`src/sv/ilid_pkg.sv`:
```
`default_nettype none

package ilid_pkg;

    localparam int CAPACITY_DEF = 64;
    localparam int POS_W        = 11;
    localparam int VAL_W        = 32;
    localparam int CNT_OUT_W    = 7;
    localparam int FAN_LOG      = 3;
    localparam int WAIT_W       = 3;

    typedef enum logic [2:0] {
        KIND_READ     = 3'd0,
        KIND_INS_HEAD = 3'd1,
        KIND_INS_TAIL = 3'd2,
        KIND_INS_POS  = 3'd3,
        KIND_DELETE   = 3'd4
    } kind_t;

    typedef enum logic [1:0] {
        ST_DONE  = 2'd0,
        ST_RANGE = 2'd1,
        ST_FULL  = 2'd2
    } status_t;

    typedef enum logic [1:0] {
        CELL_HOLD = 2'd0,
        CELL_INS  = 2'd1,
        CELL_DEL  = 2'd2
    } cell_op_t;

    typedef struct packed {
        cell_op_t               op;
        logic                   rd_en;
        logic [POS_W-1:0]       pos;
        logic [VAL_W-1:0]       val;
    } cell_ctl_t;

    // number of registered levels above the leaves, eight inputs per node
    function automatic int tree_levels(input int n);
        int lv;
        lv = 0;
        for (int k = 1; k < 8; k++)
        begin
            if (lv == 0 && (1 << (FAN_LOG * k)) >= n)
            begin
                lv = k;
            end
        end
        return lv;
    endfunction

    // first node of a level in the flat node array
    function automatic int tree_off(input int l, input int levels);
        int off;
        off = 0;
        for (int m = 0; m < 8; m++)
        begin
            if (m < l)
            begin
                off = off + (1 << (FAN_LOG * (levels - m)));
            end
        end
        return off;
    endfunction

endpackage

`default_nettype wire

```
`src/sv/ilid_cell.sv`:
```
`default_nettype none

module ilid_cell
    import ilid_pkg::*;
#(
    parameter int IDX = 0
)
(
    input  wire                    clk,
    input  cell_ctl_t              ctl,
    input  wire  [VAL_W-1:0]       left,
    input  wire  [VAL_W-1:0]       right,
    output logic [VAL_W-1:0]       data,
    output logic [VAL_W-1:0]       rd_data
);

    localparam logic [POS_W-1:0] MY_IDX = POS_W'(IDX);

    logic [VAL_W-1:0] data_reg;

    always_ff @(posedge clk)
    begin
        case (ctl.op)
            CELL_INS:
            begin
                if (MY_IDX > ctl.pos)
                begin
                    data_reg <= left;
                end
                else if (MY_IDX == ctl.pos)
                begin
                    data_reg <= ctl.val;
                end
            end
            CELL_DEL:
            begin
                if (MY_IDX >= ctl.pos)
                begin
                    data_reg <= right;
                end
            end
            default:
            begin
            end
        endcase
    end

    assign data    = data_reg;
    assign rd_data = (ctl.rd_en && MY_IDX == ctl.pos) ? data_reg : '0;

endmodule

`default_nettype wire

```
`config.mk`:
```
export PLATFORM = sky130hd
export DESIGN_NAME = ilid_cell
export DESIGN_NICKNAME = d
export VERILOG_FILES = /design/src/sv/ilid_pkg.sv /design/src/sv/ilid_cell.sv
export SDC_FILE = /design/constraint.sdc
export NUM_CORES = 1
export LEC_CHECK = 0
export ABC_CLOCK_PERIOD_IN_PS = 17060
export BUFFER_PORTS_ARGS = -buffer_cell sky130_fd_sc_hd__buf_2
export CORE_MARGIN = 2
export CORE_UTILIZATION = 41
export DETAILED_ROUTE_END_ITERATION = 10
export PLACE_DENSITY = 0.86
export SYNTH_ARGS = -nofsm -noshare
export SYNTH_HDL_FRONTEND = slang
export SYNTH_SLANG_ARGS = --single-unit
```
`constraint.sdc`:
```
create_clock -name clk -period 17.06 [get_ports clk]
set_input_delay 3.412 -clock clk [delete_from_list [all_inputs] [get_ports clk]]
set_output_delay 3.412 -clock clk [all_outputs]
set_load 0.01 [all_outputs]
```
==> impl_metrics.yaml, run 1 <==
sta:
  slew_headroom_pct: 36.92
  final-max-slew-violation-count: 0
  finalSetupViolCount: 0
  rsz0062_at_grt: "no"
  final_hold_viol_count: 0
  setup_tns_ns: 0
  tightest_slew_ns: 0.9462
  min_period_ns: 8.628
  period_share_pct: 50.57
  max_freq_ghz: 0.1159
setup_path:
  worstSetupPathType: "in2out"
  required_ns: 13.65
  crit_start: "ctl[40]"
  cp_max_fo: 33
  slowest_stage: "or4_2"
  crit_top_cell: "buf_2"
  critPathArrivalTime_ns: 5.22
  critical-path-max-stage-delay_ns: 1.12
  crit_chain: "buf_2 > or4_2 > nor4_2 > buf_2"
  end_kind: "output port"
  cp-start-kind: "primary input"
place:
  dp.cells: 344
  dp_hpwl_um: 3722
  gp_congestion: 0.7556
  port_buffers: 142
pwr:
  power-per-cell-area_nw_per_um2: 59.37
  p_leak_nw: 1.151
  irDropWorstVdd_mv: 0.04747
  design_power_total_uw: 164.7
clock_network:
  cts_setup_buffers: 0
  holdBufCountCts: 0
  clockRootBuffer: "clkbuf_8"
  clock-sinks: 32
  tritoncts: "built"
  cts_max_level: 2
  clkTransAtPathRegs_ns: 0.06
  numCtsBuffers: 5
  cts_resized: 0
  clk_path_buf_depth: 2
drt:
  wl_um: 5319
  first_iter_violations: 90
  dr.pass1.iters: 4
  routed-via-count: 1786
  drt-wirelength-per-cell_um: 15.11
  viasPerCell: 5.074
  drc_errors: 0
  drtAntennaViolNets: 0
global_routing:
  grt_pass1_wl_um: 7893
  grt_antenna_before_repair: 0
  grt_max_degree: 34
  first_global_vias: 1611
  grt-ovfl-total: 0
  grtUsageTotal_pct: 19.00
job:
  maxCapViolations: 0
layout:
  nets: 395
  drive_gt1_share_pct: 74.74
  largest_reg_flops: 32
  insertedDiodeCount: 0
  n_fill_cell: 389
  fin_cells: 352
  syn2layout_area_growth_pct: 37.87
yosys:
  synthMuxAreaShare_pct: 17.91
  avgSynthCellArea_um2: 13.15
  synth_top_area_share_pct: 47.76
  yosys-top-cells-area: "edfxtp_1 (48%), nor4_2 (19%), mux2_2 (17%)"
  synth_area_leader_cell: "edfxtp_1"
  synth_fa_ha_area_share_pct: 0
  ys_warn_count: 0
  synth_edf_count: 32
  synth_cell_type_count: 16
  yosysSeqAreaShare_pct: 47.76
  synth_compound_gate_area_share_pct: 0
  synth_top_family_by_area: "simple AND/OR/NAND/NOR gates"
  synth_simple_gate_area_share_pct: 27.11
  synthCells: 153
  yosys_register_bits: 32
  syn-num-nets: 264
  synth_xor_area_share_pct: 0.4353
  async_flop_share_pct: 0
  synth_top_flop_cell: "edfxtp_1"
  yosys-top-cells-count: "edfxtp_1 (32), nand2_1 (32), mux2_2 (30), nor4_2 (30), buf_2 (7)"
  syn-cell-area_um2: 2012
floorplan:
  die_h_um: 74.05
  fp.dieW_um: 74.05
  die_area_um2: 5483
  core_um2: 4723
  start_util_pct: 42.60
  io_pins: 175
  placementRows: 25
worst_hold_path:
  hold_class: "in2reg"
  hold_path.startpoint: "ctl[5]"
outcome:
  status: "finished clean"
-- per-layer routing --
metal / wire length, um / global-route usage (%) / vias up
li1: - / - / 837
met1: 2001 / 21.62 / 857
met2: 2869 / 34.92 / 81
met3: 340 / 3.930 / 11
met4: 107 / 7.071 / 0
met5: 0 / 0 / -
-- critical path, delay by kind of cell --
| kind | cells | cell delay [ns] |
|---|---|---|
| buffers and inverters | 2 | 0.28 |
| AND/OR/NAND/NOR | 2 | 1.51 |
-- per-stage QoR --
stage / hold WS (ns) / util (%) / area (um2) / setup slack, ns
floorplan: 3.613 / - / 2012 / 9.073
global placement: 3.697 / 57.03 / 2694 / 8.481
detailed placement: 3.704 / 57.03 / 2694 / 8.442
CTS: 3.414 / 58.73 / 2774 / 8.441
global route: 3.425 / 58.73 / 2774 / 8.365
finish: 3.418 / 58.73 / 2774 / 8.432
-- cell families after synthesis --
group                     count (synthesis)
xor gates and xnor gates                  1
muxes                                    32
buffers and inverters                    19
and+or+nand+nor                          69
DFF                                      32
-- cells in the final DEF, fill, tap and decap left out --
cell type,instances
or4_2,1
nor4_2,31
edfxtp_1,32
xnor2_1,1
buf_2,142
buf_4,1
or4_4,1
nand2_1,32
or3_2,1
clkbuf_8,5
mux2_2,30
clkbuf_1,2
clkinv_1,1
nor2b_4,1
nor4_1,2
mux2_1,2
-- area by class of cell --
type	count	area [um2]	share of cell area [%]
Clock buffer	7	76.32	2.751
Multi-Input combinational cell	102	930.9	33.56
Sequential cell	32	960.9	34.64
Clock inverter	1	3.754	0.1353
Timing Repair Buffer	143	718.2	25.89
Tap cell	67	83.83	3.022
-- worst paths after layout --
path / slack, ns / to / cells after the start
min: 3.42 / data[5] / 2
max: 8.43 / rd_data[6] / 4
-- power by group --
part / internal [mW] / leakage [nW] / switching (mW)
combinational: 0.0126 / 0.824 / 0.0108
sequential: 0.0871 / 0.287 / 0.0000132
clock: 0.0284 / 0.0399 / 0.0259
No activity file was read; power rests on OpenSTA's default activity.
==> run 2, diff against run 1 <==
- ABC_AREA: not set -> 1
- ABC_CLOCK_PERIOD_IN_PS: 17060 -> 7800
- CORE_UTILIZATION: 41 -> 33
- PLACE_DENSITY: 0.86 -> 0.76
- clock period: 17.06 -> 7.8 ns (I/O delays scaled with it)
==> impl_metrics.yaml, run 2 <==
setup_path:
  critPathArrivalTime_ns: 2.85
  cp_max_fo: 32
  end_kind: "output port"
  slowest_stage: "nand3_4"
  required_ns: 6.24
  cp-start-kind: "primary input"
  crit_chain: "buf_2 > nor2_1 > nand2_1 > nor2_2 > nand3_4 > nor2_1 > buf_2"
  worstSetupPathType: "in2out"
  critical-path-max-stage-delay_ns: 0.45
layout:
  nets: 469
  drive_gt1_share_pct: 50.42
  syn2layout_area_growth_pct: 44.16
  final_cell_mix: "buf_2 (142), nand2_1 (68), inv_1 (34)"
  insertedDiodeCount: 0
  largest_reg_flops: 32
  fin_cells: 431
  final_common_cell: "buf_2"
yosys:
  syn-num-nets: 332
  yosysMostFrequentCell: "nand2_1"
  synth_top_flop_cell: "edfxtp_1"
  synth_cell_type_count: 14
  ys_warn_count: 0
  yosysSeqAreaShare_pct: 51.86
  yosys-top-cells-count: "nand2_1 (68), inv_1 (34), edfxtp_1 (32), nand3_1 (32), nor2_2 (28)"
  synth_area_leader_cell: "edfxtp_1"
  yosys-top-cells-area: "edfxtp_1 (52%), nand2_1 (14%), nor2_2 (9.5%)"
  async_flop_share_pct: 0
  synth_top_area_share_pct: 51.86
  synth_edf_count: 32
  synthCells: 221
  avgSynthCellArea_um2: 8.385
  syn-cell-area_um2: 1853
  yosys_register_bits: 32
pwr:
  irDropWorstVdd_mv: 0.05601
  power-per-cell-area_nw_per_um2: 131.3
  p_leak_nw: 1.494
  design_power_total_uw: 350.6
global_routing:
  grt_antenna_before_repair: 0
  grt_max_degree: 35
  grt_pass1_wl_um: 7665
  first_global_vias: 1726
  grtUsageTotal_pct: 15.76
  grt-ovfl-total: 0
floorplan:
  core_um2: 5473
  start_util_pct: 33.86
  fp.dieW_um: 78.94
  die_area_um2: 6231
  die_h_um: 78.94
  io_pins: 175
  placementRows: 27
sta:
  setup_tns_ns: 0
  rsz0062_at_grt: "no"
  whs_ns: 1.547
  setup_ws_ns: 3.386
  max_freq_ghz: 0.2266
  slew_headroom_pct: 29.12
  finalSetupViolCount: 0
  min_period_ns: 4.414
  tightest_slew_ns: 1.061
  final-max-slew-violation-count: 0
  final_hold_viol_count: 0
  period_share_pct: 56.59
clock_network:
  clockRootBuffer: "clkbuf_8"
  cts_setup_buffers: 0
  cts_max_level: 2
  cts_resized: 0
  clock-sinks: 32
  numCtsBuffers: 5
  tritoncts: "built"
  clk_path_buf_depth: 2
  holdBufCountCts: 0
  clkTransAtPathRegs_ns: 0.06
place:
  dp_hpwl_um: 3541
  port_buffers: 142
  pre_cts_ws_ns: 3.344
  dp.cells: 423
  gp_congestion: 0.7876
job:
  maxCapViolations: 0
drt:
  viasPerCell: 4.260
  dr.pass1.iters: 4
  wl_met2_um: 2523
  first_iter_violations: 69
  drtAntennaViolNets: 0
  maxUsedRoutingLayer: "met4"
  routed-via-count: 1836
  drc_errors: 0
  wl_met3_um: 314
  drt-wirelength-per-cell_um: 10.96
  wl_met1_um: 1801
  wl_um: 4725
worst_hold_path:
  hold_class: "in2reg"
outcome:
  status: "finished clean"
==> run 2: kinds of logic (layout without fill, tap and decap cells) <==
logic type / count (synthesis) / after routing / share of synthesized area [%]
and+or+nand+nor: 141 / 141 / 36.60
buffers and inverters: 47 / 185 / 11.07
DFF: 32 / 32 / 51.86
xor gates and xnor gates: 1 / 1 / 0.4727
==> run 2: power by group <==
part	total, mW	internal, mW	switching, mW
Combinational	0.0431	0.0215	0.0216
Clock	0.117	0.0620	0.0548
Sequential	0.191	0.191	0.0000287
Total	0.351	0.274	0.0765
==> run 2: critical path: cells and delay by family <==
kind	cells	cell delay [ns]
buf+inv	2	0.26
simple gates	5	1.01
==> run 2: layout make-up <==
class / instances / area (um2)
Sequential cell: 32 / 960.9
Fill cell: 575 / 2801
Tap cell: 72 / 90.09
Clock inverter: 1 / 3.754
Clock buffer: 7 / 76.32
Multi-Input combinational cell: 142 / 694.4
Inverter: 34 / 127.6
Timing Repair Buffer: 143 / 718.2
==> run 2: through the flow <==
stage               area, um2  utilization, %
detailed placement       2591           47.35
finish                   2671           48.81
floorplan                1853               -
global route             2671           48.81
global placement         2591           47.35
CTS                      2671           48.81
==> run 2: per-layer routing <==
layer	track usage, %	vias up
met5	0	-
met3	3.977	7
met1	17.29	806
met4	5.690	0
met2	29.32	68
li1	-	955
==> run 2: worst paths after layout <==
kind | end | startpoint | cells after the start
worst max-delay path | rd_data[31] | ctl[35] | 7
worst min-delay path | data[15] | ctl[15] | 3
==> run 3, diff against run 2 <==
- ABC_CLOCK_PERIOD_IN_PS: 7800 -> 3930
- clock period: 7.8 -> 3.93 ns (I/O delays scaled with it)
==> impl_metrics.yaml, run 3 (synthesis gave the netlist of run 2 again) <==
pwr:
  p_leak_nw: 1.500
  power-per-cell-area_nw_per_um2: 261.1
  irDropWorstVdd_mv: 0.1038
clock_network:
  numCtsBuffers: 5
  clock-sinks: 32
  clockRootBuffer: "clkbuf_8"
  holdBufCountCts: 0
  clk_path_buf_depth: 2
  cts_resized: 0
  cts_setup_buffers: 0
  clkTransAtPathRegs_ns: 0.07
  cts_max_level: 2
  tritoncts: "built"
job:
  maxCapViolations: 0
global_routing:
  first_global_vias: 1667
  grt_pass1_wl_um: 7265
  grt-ovfl-total: 0
  grt_max_degree: 35
  grtUsageTotal_pct: 15.02
  grt_antenna_before_repair: 0
sta:
  finalSetupViolCount: 0
  setup_ws_ns: 1.061
  setup_tns_ns: 0
  max_freq_ghz: 0.3485
  slew_headroom_pct: 28.15
  whs_ns: 0.7684
  final-max-slew-violation-count: 0
  period_share_pct: 73.01
  tightest_slew_ns: 1.075
  rsz0062_at_grt: "no"
  final_hold_viol_count: 0
  min_period_ns: 2.869
layout:
  nets: 469
  n_fill_cell: 542
  largest_reg_flops: 32
  syn2layout_area_growth_pct: 44.29
  drive_gt1_share_pct: 50.97
  insertedDiodeCount: 0
  final_common_cell: "buf_2"
  final_cell_mix: "buf_2 (142), nand2_1 (68), inv_1 (34)"
  multi_input_area_um2: 694.4
  utilization_pct: 48.86
  regArea_um2: 960.9
setup_path:
  end_kind: "output port"
  cp_max_fo: 32
  cp-start-kind: "primary input"
  required_ns: 3.14
  critPathArrivalTime_ns: 2.08
  worstSetupPathType: "in2out"
drt:
  drt-wirelength-per-cell_um: 11.09
  first_iter_violations: 53
  dr.pass1.iters: 4
  drc_errors: 0
  wl_um: 4780
  routed-via-count: 1857
  viasPerCell: 4.309
  drtAntennaViolNets: 0
place:
  dp_hpwl_um: 3639
  pre_cts_ws_ns: 1.026
  port_buffers: 142
  gp_congestion: 0.8100
floorplan:
  die_h_um: 78.94
  core_um2: 5473
  die_area_um2: 6231
  io_pins: 175
  placementRows: 27
  fp.dieW_um: 78.94
  start_util_pct: 33.86
worst_hold_path:
  hold_class: "in2reg"
outcome:
  status: "finished clean"
## run 3: layer usage
metal	track usage, %	part of all wire (%)
met2	29.15	55
met5	0	0
met3	3.977	6.4
met4	6.552	1.9
met1	14.85	37
## run 3: through the flow
step	power, mW	std cells	area [um2]
after CTS	0.7088	431	2674
final	0.6981	431	2674
after global routing	0.7299	431	2674
after global placement	0.4699	423	2591
after detailed placement	0.4724	423	2591
after floorplan	0.4262	221	1853
## run 3: cell type report
class	instances	area share [%]
Multi-Input combinational cell	142	25.97
Clock buffer	5	2.574
Timing Repair Buffer	143	26.86
Inverter	34	4.773
Sequential cell	32	35.94
Clock inverter	3	0.5147
Tap cell	72	3.369
## run 3: power by group
| group | internal (mW) | leakage, nW | switching (mW) |
|---|---|---|---|
| logic | 0.0426 | 1.17 | 0.0429 |
| clock network | 0.120 | 0.0453 | 0.114 |
| registers | 0.378 | 0.280 | 0.0000561 |
## run 3: critical path: stages
cell	delay [ns]
buf_2	0.10
nor2_1	0.09
nand2_1	0.06
nor2_2	0.16
nand3_4	0.46
nor2_1	0.26
buf_2	0.16
## run 3: final timing paths
check	from	end	slack, ns	cells past startpoint
max	ctl[35]	rd_data[0]	1.06	7
min	ctl[15]	data[15]	0.77	3
